==> config.mk <==
export PLATFORM = sky130hd
export DESIGN_NAME = merge_sort_engine
export DESIGN_NICKNAME = d
export VERILOG_FILES = /design/src/rtl/core/mse_pkg.sv /design/src/rtl/core/merge_sort_engine.sv /design/src/rtl/core/mse_ram.sv /design/src/rtl/core/mse_ctrl.sv
export VERILOG_INCLUDE_DIRS = /design/src /design/src/rtl/core
export SDC_FILE = /design/constraint.sdc
export NUM_CORES = 2
export LEC_CHECK = 0
export BUFFER_PORTS_ARGS = -buffer_cell sky130_fd_sc_hd__buf_2
export CAP_MARGIN = 20
export CORE_MARGIN = 1.5
export CORE_UTILIZATION = 55
export CTS_CLUSTER_SIZE = 30
export DETAILED_ROUTE_END_ITERATION = 12
export HOLD_SLACK_MARGIN = 0.1
export PLACE_DENSITY = 0.81
export SYNTH_ARGS = -nofsm -noshare
export SYNTH_HDL_FRONTEND = slang
export SYNTH_SLANG_ARGS = --single-unit
==> constraint.sdc <==
create_clock -name clk_i -period 11.4 [get_ports clk_i]
set_clock_uncertainty 0.1 [all_clocks]
set_input_delay 3.42 -clock clk_i [delete_from_list [all_inputs] [get_ports clk_i]]
set_output_delay 3.42 -clock clk_i [all_outputs]
set_load 0.05 [all_outputs]
==> src/rtl/core/merge_sort_engine_macros.svh <==
// ----------------------------------------------------------------------------
// merge_sort_engine_macros.svh
// Assertion macros for the merge sort engine. They compile away in synthesis.
// ----------------------------------------------------------------------------
`ifndef MERGE_SORT_ENGINE_MACROS_SVH
`define MERGE_SORT_ENGINE_MACROS_SVH

`ifndef SYNTHESIS
// same-cycle implication
`define MSE_ASSERT_IMP(lbl, clk, rstn, ante, cons) \
  lbl: assert property (@(posedge clk) disable iff (!rstn) (ante) |-> (cons)) \
    else $error("mse assertion failed");
// next-cycle implication
`define MSE_ASSERT_NXT(lbl, clk, rstn, ante, cons) \
  lbl: assert property (@(posedge clk) disable iff (!rstn) (ante) |=> (cons)) \
    else $error("mse assertion failed");
`else
`define MSE_ASSERT_IMP(lbl, clk, rstn, ante, cons)
`define MSE_ASSERT_NXT(lbl, clk, rstn, ante, cons)
`endif

`endif

==> src/rtl/core/mse_pkg.sv <==
// ----------------------------------------------------------------------------
// mse_pkg
// Shared sizes and types of the merge sort engine.
// ----------------------------------------------------------------------------
package mse_pkg;

  localparam int DATA_W    = 32;
  localparam int MAX_ELEMS = 32;
  localparam int IDX_W     = $clog2(MAX_ELEMS);
  localparam int CNT_W     = $clog2(MAX_ELEMS + 1);
  localparam int BND_W     = CNT_W + 1;

  // one store's port requests for a cycle
  typedef struct packed {
    logic                     we;
    logic [IDX_W-1:0]         waddr;
    logic signed [DATA_W-1:0] wdata;
    logic [IDX_W-1:0]         raddr0;
    logic [IDX_W-1:0]         raddr1;
  } ram_req_t;

endpackage

==> src/rtl/core/merge_sort_engine.sv <==
// ----------------------------------------------------------------------------
// merge_sort_engine
// Load: one cycle per value while busy_o is low; extra values set overflow.
// Sort of n values: ceil(log2 n) merge passes; each pass reads, compares (one
// shared comparator) and writes each value, with a setup step per merged pair.
// Output: each result is read, then shown, so results never come back to back;
// the receiver cannot stall.
// Reset (async, active low) empties the set and returns to loading.
// ----------------------------------------------------------------------------
`include "merge_sort_engine_macros.svh"

module merge_sort_engine (
  input  logic                              clk_i,
  input  logic                              rst_ni,
  input  logic                              start_i,
  output logic                              busy_o,
  input  logic signed [mse_pkg::DATA_W-1:0] value_in_i,
  input  logic                              last_in_i,
  output logic                              valid_o,
  output logic signed [mse_pkg::DATA_W-1:0] value_out_o,
  output logic                              last_out_o,
  output logic                              overflow_o
);
  import mse_pkg::*;

  ram_req_t                 req_a;
  ram_req_t                 req_b;
  logic signed [DATA_W-1:0] rdata_a0;
  logic signed [DATA_W-1:0] rdata_a1;
  logic signed [DATA_W-1:0] rdata_b0;
  logic signed [DATA_W-1:0] rdata_b1;

  mse_ram u_store_a (
    .clk_i    (clk_i),
    .req_i    (req_a),
    .rdata0_o (rdata_a0),
    .rdata1_o (rdata_a1)
  );

  mse_ram u_store_b (
    .clk_i    (clk_i),
    .req_i    (req_b),
    .rdata0_o (rdata_b0),
    .rdata1_o (rdata_b1)
  );

  mse_ctrl u_ctrl (
    .clk_i       (clk_i),
    .rst_ni      (rst_ni),
    .start_i     (start_i),
    .busy_o      (busy_o),
    .value_in_i  (value_in_i),
    .last_in_i   (last_in_i),
    .valid_o     (valid_o),
    .value_out_o (value_out_o),
    .last_out_o  (last_out_o),
    .overflow_o  (overflow_o),
    .req_a_o     (req_a),
    .req_b_o     (req_b),
    .rdata_a0_i  (rdata_a0),
    .rdata_a1_i  (rdata_a1),
    .rdata_b0_i  (rdata_b0),
    .rdata_b1_i  (rdata_b1)
  );

  // results only come out of a sort in progress
  `MSE_ASSERT_IMP(a_valid_busy, clk_i, rst_ni, valid_o, busy_o)
  `MSE_ASSERT_IMP(a_last_valid, clk_i, rst_ni, last_out_o, valid_o)
  // after the final result the engine is idle again
  `MSE_ASSERT_NXT(a_last_idle, clk_i, rst_ni, valid_o && last_out_o, !busy_o && !valid_o)
  // a closing transfer always starts the sort
  `MSE_ASSERT_NXT(a_close_busy, clk_i, rst_ni, start_i && !busy_o && last_in_i, busy_o)
  // results never come back to back
  `MSE_ASSERT_NXT(a_out_gap, clk_i, rst_ni, valid_o, !valid_o)

endmodule

==> src/rtl/core/mse_ram.sv <==
// ----------------------------------------------------------------------------
// mse_ram
// Element store: one write port, two read ports with registered read data.
// ----------------------------------------------------------------------------
module mse_ram (
  input  logic                             clk_i,
  input  mse_pkg::ram_req_t                req_i,
  output logic signed [mse_pkg::DATA_W-1:0] rdata0_o,
  output logic signed [mse_pkg::DATA_W-1:0] rdata1_o
);
  import mse_pkg::*;

  logic signed [DATA_W-1:0] mem_q [MAX_ELEMS];

  always_ff @(posedge clk_i) begin
    if (req_i.we) begin
      mem_q[req_i.waddr] <= req_i.wdata;
    end
  end

  always_ff @(posedge clk_i) begin
    rdata0_o <= mem_q[req_i.raddr0];
    rdata1_o <= mem_q[req_i.raddr1];
  end

endmodule

==> src/rtl/core/mse_ctrl.sv <==
// ----------------------------------------------------------------------------
// mse_ctrl
// Sequencer of the engine: loads the set, runs the bottom-up merge passes with
// one shared compare unit, then streams the sorted set out.
// ----------------------------------------------------------------------------
module mse_ctrl (
  input  logic                              clk_i,
  input  logic                              rst_ni,
  input  logic                              start_i,
  output logic                              busy_o,
  input  logic signed [mse_pkg::DATA_W-1:0] value_in_i,
  input  logic                              last_in_i,
  output logic                              valid_o,
  output logic signed [mse_pkg::DATA_W-1:0] value_out_o,
  output logic                              last_out_o,
  output logic                              overflow_o,
  output mse_pkg::ram_req_t                 req_a_o,
  output mse_pkg::ram_req_t                 req_b_o,
  input  logic signed [mse_pkg::DATA_W-1:0] rdata_a0_i,
  input  logic signed [mse_pkg::DATA_W-1:0] rdata_a1_i,
  input  logic signed [mse_pkg::DATA_W-1:0] rdata_b0_i,
  input  logic signed [mse_pkg::DATA_W-1:0] rdata_b1_i
);
  import mse_pkg::*;

  localparam logic [2:0] S_LOAD     = 3'd0;
  localparam logic [2:0] S_SETUP    = 3'd1;
  localparam logic [2:0] S_RD       = 3'd2;
  localparam logic [2:0] S_WR       = 3'd3;
  localparam logic [2:0] S_EMIT_RD  = 3'd4;
  localparam logic [2:0] S_EMIT_OUT = 3'd5;

  logic [2:0]       state_q, state_d;
  logic [CNT_W-1:0] count_q, count_d;
  logic             ovf_q, ovf_d;
  logic             src_sel_q, src_sel_d;   // 0: store A holds the source run
  logic [CNT_W-1:0] width_q, width_d;
  logic [CNT_W-1:0] lo_q, lo_d;
  logic [CNT_W-1:0] mid_q, mid_d;
  logic [CNT_W-1:0] hi_q, hi_d;
  logic [CNT_W-1:0] i_q, i_d;
  logic [CNT_W-1:0] j_q, j_d;
  logic [CNT_W-1:0] k_q, k_d;

  logic                     accept;
  logic                     room;
  logic [CNT_W-1:0]         n_new;
  logic [BND_W-1:0]         w2;
  logic [BND_W-1:0]         lo_w;
  logic [BND_W-1:0]         lo_2w;
  logic [BND_W-1:0]         n_ext;
  logic [CNT_W-1:0]         k_n;
  logic signed [DATA_W-1:0] src0;
  logic signed [DATA_W-1:0] src1;
  logic                     take_r;
  logic                     we;
  logic                     we_to_a;
  logic [IDX_W-1:0]         waddr;
  logic signed [DATA_W-1:0] wdata;
  logic [IDX_W-1:0]         raddr0;
  logic [IDX_W-1:0]         raddr1;

  assign accept = start_i && (state_q == S_LOAD);
  assign room   = count_q < CNT_W'(MAX_ELEMS);
  assign n_new  = room ? count_q + 1'b1 : count_q;
  assign w2     = {1'b0, width_q} << 1;
  assign lo_w   = {1'b0, lo_q} + {1'b0, width_q};
  assign lo_2w  = {1'b0, lo_q} + w2;
  assign n_ext  = {1'b0, count_q};
  assign k_n    = k_q + 1'b1;
  assign src0   = src_sel_q ? rdata_b0_i : rdata_a0_i;
  assign src1   = src_sel_q ? rdata_b1_i : rdata_a1_i;

  // shared compare: right run wins if the left run is used up or right is strictly smaller (stable merge)
  assign take_r = (j_q < hi_q) && ((i_q >= mid_q) || (src1 < src0));

  always_comb begin
    state_d   = state_q;
    count_d   = count_q;
    ovf_d     = ovf_q;
    src_sel_d = src_sel_q;
    width_d   = width_q;
    lo_d      = lo_q;
    mid_d     = mid_q;
    hi_d      = hi_q;
    i_d       = i_q;
    j_d       = j_q;
    k_d       = k_q;
    we        = 1'b0;
    we_to_a   = 1'b0;
    waddr     = k_q[IDX_W-1:0];
    wdata     = take_r ? src1 : src0;
    raddr0    = i_q[IDX_W-1:0];
    raddr1    = j_q[IDX_W-1:0];
    valid_o   = 1'b0;
    last_out_o = 1'b0;

    case (state_q)
      S_LOAD: begin
        waddr = count_q[IDX_W-1:0];
        wdata = value_in_i;
        if (accept) begin
          if (room) begin
            we      = 1'b1;
            we_to_a = 1'b1;
          end else begin
            ovf_d = 1'b1;
          end
          count_d = n_new;
          if (last_in_i) begin
            src_sel_d = 1'b0;
            width_d   = CNT_W'(1);
            lo_d      = '0;
            k_d       = '0;
            state_d   = (n_new > CNT_W'(1)) ? S_SETUP : S_EMIT_RD;
          end
        end
      end
      S_SETUP: begin
        mid_d   = (lo_w < n_ext) ? lo_w[CNT_W-1:0] : count_q;
        hi_d    = (lo_2w < n_ext) ? lo_2w[CNT_W-1:0] : count_q;
        i_d     = lo_q;
        j_d     = (lo_w < n_ext) ? lo_w[CNT_W-1:0] : count_q;
        k_d     = lo_q;
        state_d = S_RD;
      end
      S_RD: begin
        state_d = S_WR;
      end
      S_WR: begin
        we      = 1'b1;
        we_to_a = src_sel_q;
        k_d     = k_n;
        if (take_r) begin
          j_d = j_q + 1'b1;
        end else begin
          i_d = i_q + 1'b1;
        end
        if (k_n == hi_q) begin
          if (hi_q == count_q) begin
            // pass done: stores swap roles
            src_sel_d = ~src_sel_q;
            lo_d      = '0;
            if (w2 >= n_ext) begin
              k_d     = '0;
              state_d = S_EMIT_RD;
            end else begin
              width_d = w2[CNT_W-1:0];
              state_d = S_SETUP;
            end
          end else begin
            lo_d    = hi_q;
            state_d = S_SETUP;
          end
        end else begin
          state_d = S_RD;
        end
      end
      S_EMIT_RD: begin
        raddr0  = k_q[IDX_W-1:0];
        state_d = S_EMIT_OUT;
      end
      S_EMIT_OUT: begin
        raddr0     = k_q[IDX_W-1:0];
        valid_o    = 1'b1;
        last_out_o = (k_n == count_q);
        if (k_n == count_q) begin
          count_d = '0;
          ovf_d   = 1'b0;
          state_d = S_LOAD;
        end else begin
          k_d     = k_n;
          state_d = S_EMIT_RD;
        end
      end
      default: begin
        state_d = S_LOAD;
      end
    endcase
  end

  assign busy_o      = (state_q != S_LOAD);
  assign value_out_o = src0;
  assign overflow_o  = ovf_q;

  always_comb begin
    req_a_o.we     = we && we_to_a;
    req_a_o.waddr  = waddr;
    req_a_o.wdata  = wdata;
    req_a_o.raddr0 = raddr0;
    req_a_o.raddr1 = raddr1;
    req_b_o.we     = we && !we_to_a;
    req_b_o.waddr  = waddr;
    req_b_o.wdata  = wdata;
    req_b_o.raddr0 = raddr0;
    req_b_o.raddr1 = raddr1;
  end

  always_ff @(posedge clk_i or negedge rst_ni) begin
    if (!rst_ni) begin
      state_q   <= S_LOAD;
      count_q   <= '0;
      ovf_q     <= 1'b0;
      src_sel_q <= 1'b0;
      width_q   <= '0;
      lo_q      <= '0;
      mid_q     <= '0;
      hi_q      <= '0;
      i_q       <= '0;
      j_q       <= '0;
      k_q       <= '0;
    end else begin
      state_q   <= state_d;
      count_q   <= count_d;
      ovf_q     <= ovf_d;
      src_sel_q <= src_sel_d;
      width_q   <= width_d;
      lo_q      <= lo_d;
      mid_q     <= mid_d;
      hi_q      <= hi_d;
      i_q       <= i_d;
      j_q       <= j_d;
      k_q       <= k_d;
    end
  end

endmodule

After elaboration in Yosys (flattened, before gate mapping):

Memories as Yosys holds them, arrays and structs flattened. A register that Yosys moved wholly into a read port is not among the register bits.
Index checks and enable logic that the tools add are counted.

* register bits after elaboration: 53
* memory bits (writable): 2048
* input port bits: 36
* output and inout port bits: 36
* word-level logic and storage cells: 127
* memories: 2

Memories
* u_store_a.mem_q: words 32, width 32, rd ports 2, clocked after memory_dff 2, write ports 1, RTL line mse_ram.sv:13 `logic signed [DATA_W-1:0] mem_q [MAX_ELEMS];`
* u_store_b.mem_q: words 32, width 32, rd ports 2, clocked after memory_dff 2, write ports 1, RTL line mse_ram.sv:13

* add/sub/neg operators: 6
* $lt $le $gt $ge: 8
* eq/ne operators: 18
* muxes and demuxes: 59
* bitwise operators: 1
* reduce and logical (&&, ||, !) cells: 22

Operator list (count)
* $mux 32: 4
* $mux 6: 20
* $pmux 6 s2: 5
* $lt 32x32->1: 1
* $add 6x1->6 const B: 4
* $pmux 6 s4: 1
* $mux 3: 7
* $eq 6x6->1: 3
* $pmux 3 s6: 1
* $mux 1: 15
* $lt 7x6->1: 2
* $reduce_and 4->1: 3
* $mux 5: 2
* $ne 2x1->1 const B: 5
* $ne 2x2->1 const B: 5
* $pmux 1 s2: 4
* $add 6x6->7: 1
* $add 6x7->7: 1
* $ge 7x6->1: 1
* $eq 3x2->1 const B: 2
* $eq 3x3->1 const B: 2
* $ge 6x6->1: 1
* $gt 6x1->1 const B: 1
* $lt 6x6->1: 1
* other kinds (15): 22

Longest topological paths before layout:

* word-level depth: 8
* mapped depth: 15
* depth with buffers taken out: 13

Modules after synthesis:

Synthesis repeated with hierarchy kept, for this count alone.

* cells, all modules: 7710
* area, all modules: 106791.2 sq um

Modules (own cells, without submodules)
* mse_ram (u_store_b): times used 1, cells each 3450, area an instance 50070.5 sq um, sequential area each 32030.7 sq um
* mse_ram (u_store_a): times used 1, cells each 3450, area an instance 50039.2 sq um, sequential area each 32030.7 sq um
* mse_ctrl: times used 1, cells each 810, area an instance 6681.4 sq um, sequential area each 1326.3 sq um

Worst setup path before layout:

No wires, ideal clock.

* kind: register to register
* from: register u_ctrl.src_sel_q
* to: memory u_store_a.mem_q[0][10], data pin
* library setup time: 0.720 ns
* arrival: 5.902 ns
* data required time: 10.580 ns
* slack: 4.677 ns
* cell stages (with the launch flop): 16
* path buffers: 5
* clock period less this slack: 6.723 ns
* cell sequence: dfrtp_1 clkbuf_1 clkbuf_1 clkbuf_1 mux2i_1 ha_1 nand4_1 nor2_1 nand4_1 o22ai_1 o32ai_4 nor2_2 buf_2 clkbuf_1 nor2_1 o31ai_1

RTL lines
* start: declaration: RTL line mse_ctrl.sv:36 `logic src_sel_q, src_sel_d;`
* start signal: assignment: RTL line mse_ctrl.sv:216 `src_sel_q <= src_sel_d;`
* end: declaration: RTL line mse_ram.sv:13

Worst setup path in the final report:

* from: register u_ctrl.state_q[1]
* to: output last_out_o

* cells in the longest elaborated chain, start to end: 2

Ends and longest elaborated chain
* start: declaration: RTL line mse_ctrl.sv:33 `logic [2:0] state_q, state_d;`
* start signal: assignment: RTL line mse_ctrl.sv:213 `state_q <= state_d;`
* $eq 3x3->1: RTL line mse_ctrl.sv:98 `case (state_q)`
* $mux 1: RTL line mse_ctrl.sv:98
* end: declaration: RTL line merge_sort_engine.sv:21 `output logic last_out_o,`

Every way passes these cells.

==> results.yml <==
setup_path:
  crit_family: "simple AND/OR/NAND/NOR gates"
  r2r_start: "u_ctrl.src_sel_q"
  crit_path_max_incr_delay_ps: 610
  r2r_end: "u_store_a.mem_q[11][23]"
  slowest_stage: "nand2b_1"
  arrival_ps: 3250
  critical_path_buf_inv_count: 3
  r2r_setup_slack_ps: 4850
  critPathCaptureType: "primary output"
  startpoint_type: "register"
  critPathKind: "reg2out"
  path_depth: 6
  crit_top_cell: "or2_2"
  r2r_cells: 13
  crit_fanout: 37
  required_ps: 7880
  crit_chain: "buf_4 > nand2b_1 > or2_2 > or2_2 > inv_1 > buf_2"
logic_synthesis:
  synth_edf_count: 2048
  synth-async-reset-ratio_pct: 2.38
  synth_seq_cells: 2229
  synthTopCellsByArea: "edfxtp_1 60%, mux4_2 25%, dfxtp_1 2.5%"
  syn_area_um2: 103000
  synth_compound_area_share_pct: 1.27
  synth_top_cell_area_share_pct: 59.6
  seq_area_frac_synth_pct: 63.4
  yosys.area.top_type: "edfxtp_1"
  muxShareOfSynthArea_pct: 26.8
  synth_xor_area_share_pct: 0.324
  netlist_instances: 5626
  synthFlopType: "edfxtp_1"
  postSynthAreaPerCell_um2: 18.3
  synthAdderAreaFrac_pct: 0.912
  synth-simple-area-share_pct: 5.44
  ys_types: 64
  synth_top_family_by_area: "multiplexers"
  yosys_warnings: 0
  synthesis.nets: 5736
clock_tree:
  numCtsBuffers: 213
  cts_tree: "built"
  postCtsHoldBufs: 0
  cts-root-buf: "clkbuf_16"
  clockBufferDepth: 3
  ctsResizeCount: 0
  htreeDepth: 4
  path_clk_slew_ps: 60
  clkSinkCount: 2229
  postCtsSetupBuffers: 0
  clk_latency_ps: 910
route:
  totalWireLength_um: 315000
  dr_total_vias: 63700
  viasPerCell: 7.63
  wl_per_cell_um: 37.7
  drt-pass1-iter-count: 6
  detail_route.iter0.violations: 11600
  drc: 0
  antenna_left: 0
timing:
  slew_headroom_pct: 14.0
  finalHoldViolations: 0
  fin_crit_ps: 6770
  tightest_slew_ps: 1280
  rsz0062_at_grt: "false"
  max_freq_ghz: 0.148
  final.setup.tns_ps: 0
  post-route-period-util_pct: 59.4
  maxSlewViolCount: 0
  finalSetupViolCount: 0
  whs_ps: 434
global_route:
  antenna_found_initial: 15
  grt_pass1_wl_um: 453000
  grt_pass1_vias: 64100
  grt.overflow.total: 0
  grt.total_usage_pct: 33.2
  grt_max_degree: 150
die:
  start_util_pct: 55.5
  core_um2: 186000
  die_y_um: 436
  num_rows: 158
  io_pins: 72
  die_area_um2: 190000
  die_width_um: 436
place:
  io_buffers: 71
  dp_hpwl_um: 168000
  dp_cells: 7924
  placed_area_um2: 107000
  routabilityCongestion: 0.895
power:
  p_leak_uw: 0.0279
  p_per_area_nw_per_um2: 140
  ir_worst_vdd_mv: 0.151
finish:
  fillCellCount: 12100
  syn2layout_area_growth_pct: 11.1
  final_area_um2: 115000
  layout_commonest_cell: "edfxtp_1"
  layout_common_cells: "2048 x edfxtp_1, 1152 x mux4_2, 673 x nand2_1"
  regArea_um2: 65400
  finalNetCount: 5780
  multi_input_area_um2: 36900
  drive_gt1_share_pct: 33.2
  final_cells: 8341
worst_hold_path:
  min_to: "u_ctrl.mid_q[4]"
  min_path_cells: 2
  min_path_type: "reg2reg"
  worstHoldStart: "u_ctrl.mid_q[4]"
status:
  status: "completed"
run:
  max-cap-violations: 0
registers in the layout, indices dropped and copies added, names as in the netlist, 32 cells and up:
signal              flops
u_store_a.mem_q      1024
u_store_b.mem_q      1024
u_store_a.rdata0_o     32
u_store_a.rdata1_o     32
u_store_b.rdata0_o     32
u_store_b.rdata1_o     32
synth_stat cells, types with 4 or more instances:
cell / count
mux4_2: 1152
and3_1: 5
edfxtp_1: 2048
mux2i_1: 51
dfrtp_1: 53
inv_1: 65
buf_1: 60
mux2_2: 107
nand3_1: 406
nand4_1: 9
o22ai_1: 6
xnor2_1: 24
a31oi_1: 7
dfxtp_1: 128
nor3_1: 43
nor2b_1: 4
ha_1: 72
nand3b_1: 9
nand2b_1: 12
a21oi_1: 44
a21o_1: 8
buf_2: 103
nor2_1: 123
xor2_1: 9
o21a_1: 9
o21ai_0: 40
nand2_1: 673
o211ai_1: 8
clkbuf_1: 253
o31ai_1: 39
logic make-up after synthesis:
group | after synthesis
AO/OA/AOI/OAI | 194
multiplexers | 1310
XOR/XNOR | 35
AND/OR/NAND/NOR | 1301
buffers and inverters | 483
flip-flops | 2229
adder cells (fa/ha/maj) | 74
where the power goes:
part	leakage, uW	switching (uW)	total, uW	internal [uW]
sequential	0.0133	0	8790	8790
clock	0.00344	3170	7220	4050
combinational	0.0112	11.5	16.3	4.79
total	0.0279	3180	16000	12800
area by class of cell:
class                      instances  share of cell area [%]
antenna                            6                  0.0131
clock buffer                     285                    5.11
clock inverter                   115                    1.06
inverter                          67                   0.219
multi-input combinational       2914                    32.2
sequential                      2229                    57.1
tap                             2480                    2.71
timing repair buffer             245                    1.65
worst min-delay path: cells and delay by family, from the launching register on:
kind,cells,cell delay [ps]
simple gates,1,50
compound gates,1,100
flops,1,340
per-layer routing:
layer / wire length, um / vias up / GRT usage [%] / share of wire, %
met5: 113 / - / 0 / 0.036
met4: 22700 / 14 / 20.1 / 7.2
met3: 50000 / 1394 / 11.5 / 16
met2: 144000 / 6780 / 49.7 / 46
met1: 98400 / 32100 / 42.1 / 31
li1: - / 23400 / - / -
per-stage QoR:
stage          setup WS (ps)  total power [uW]  utilization [%]
2_1_floorplan           4680              8960                -
3_3_place_gp            4700              8980             57.8
3_5_place_dp            4640              8980             57.8
4_1_cts                 4570             16000             61.6
5_1_grt                 4430             16300             61.7
6_report                4630             16000             61.7
how the worst max path moves through the flow:
stage,slack [ps],startpoint,end
6_report,4630,u_ctrl.state_q[1],last_out_o
3_3_place_gp,4700,start_i,u_store_a.mem_q[17][16]
4_1_cts,4570,u_ctrl.state_q[1],last_out_o
2_1_floorplan,4680,u_ctrl.src_sel_q,u_store_a.mem_q[0][10]
3_5_place_dp,4640,start_i,u_store_a.mem_q[17][16]
5_1_grt,4430,u_ctrl.state_q[1],last_out_o
No activity file was read; power rests on OpenSTA's default activity.
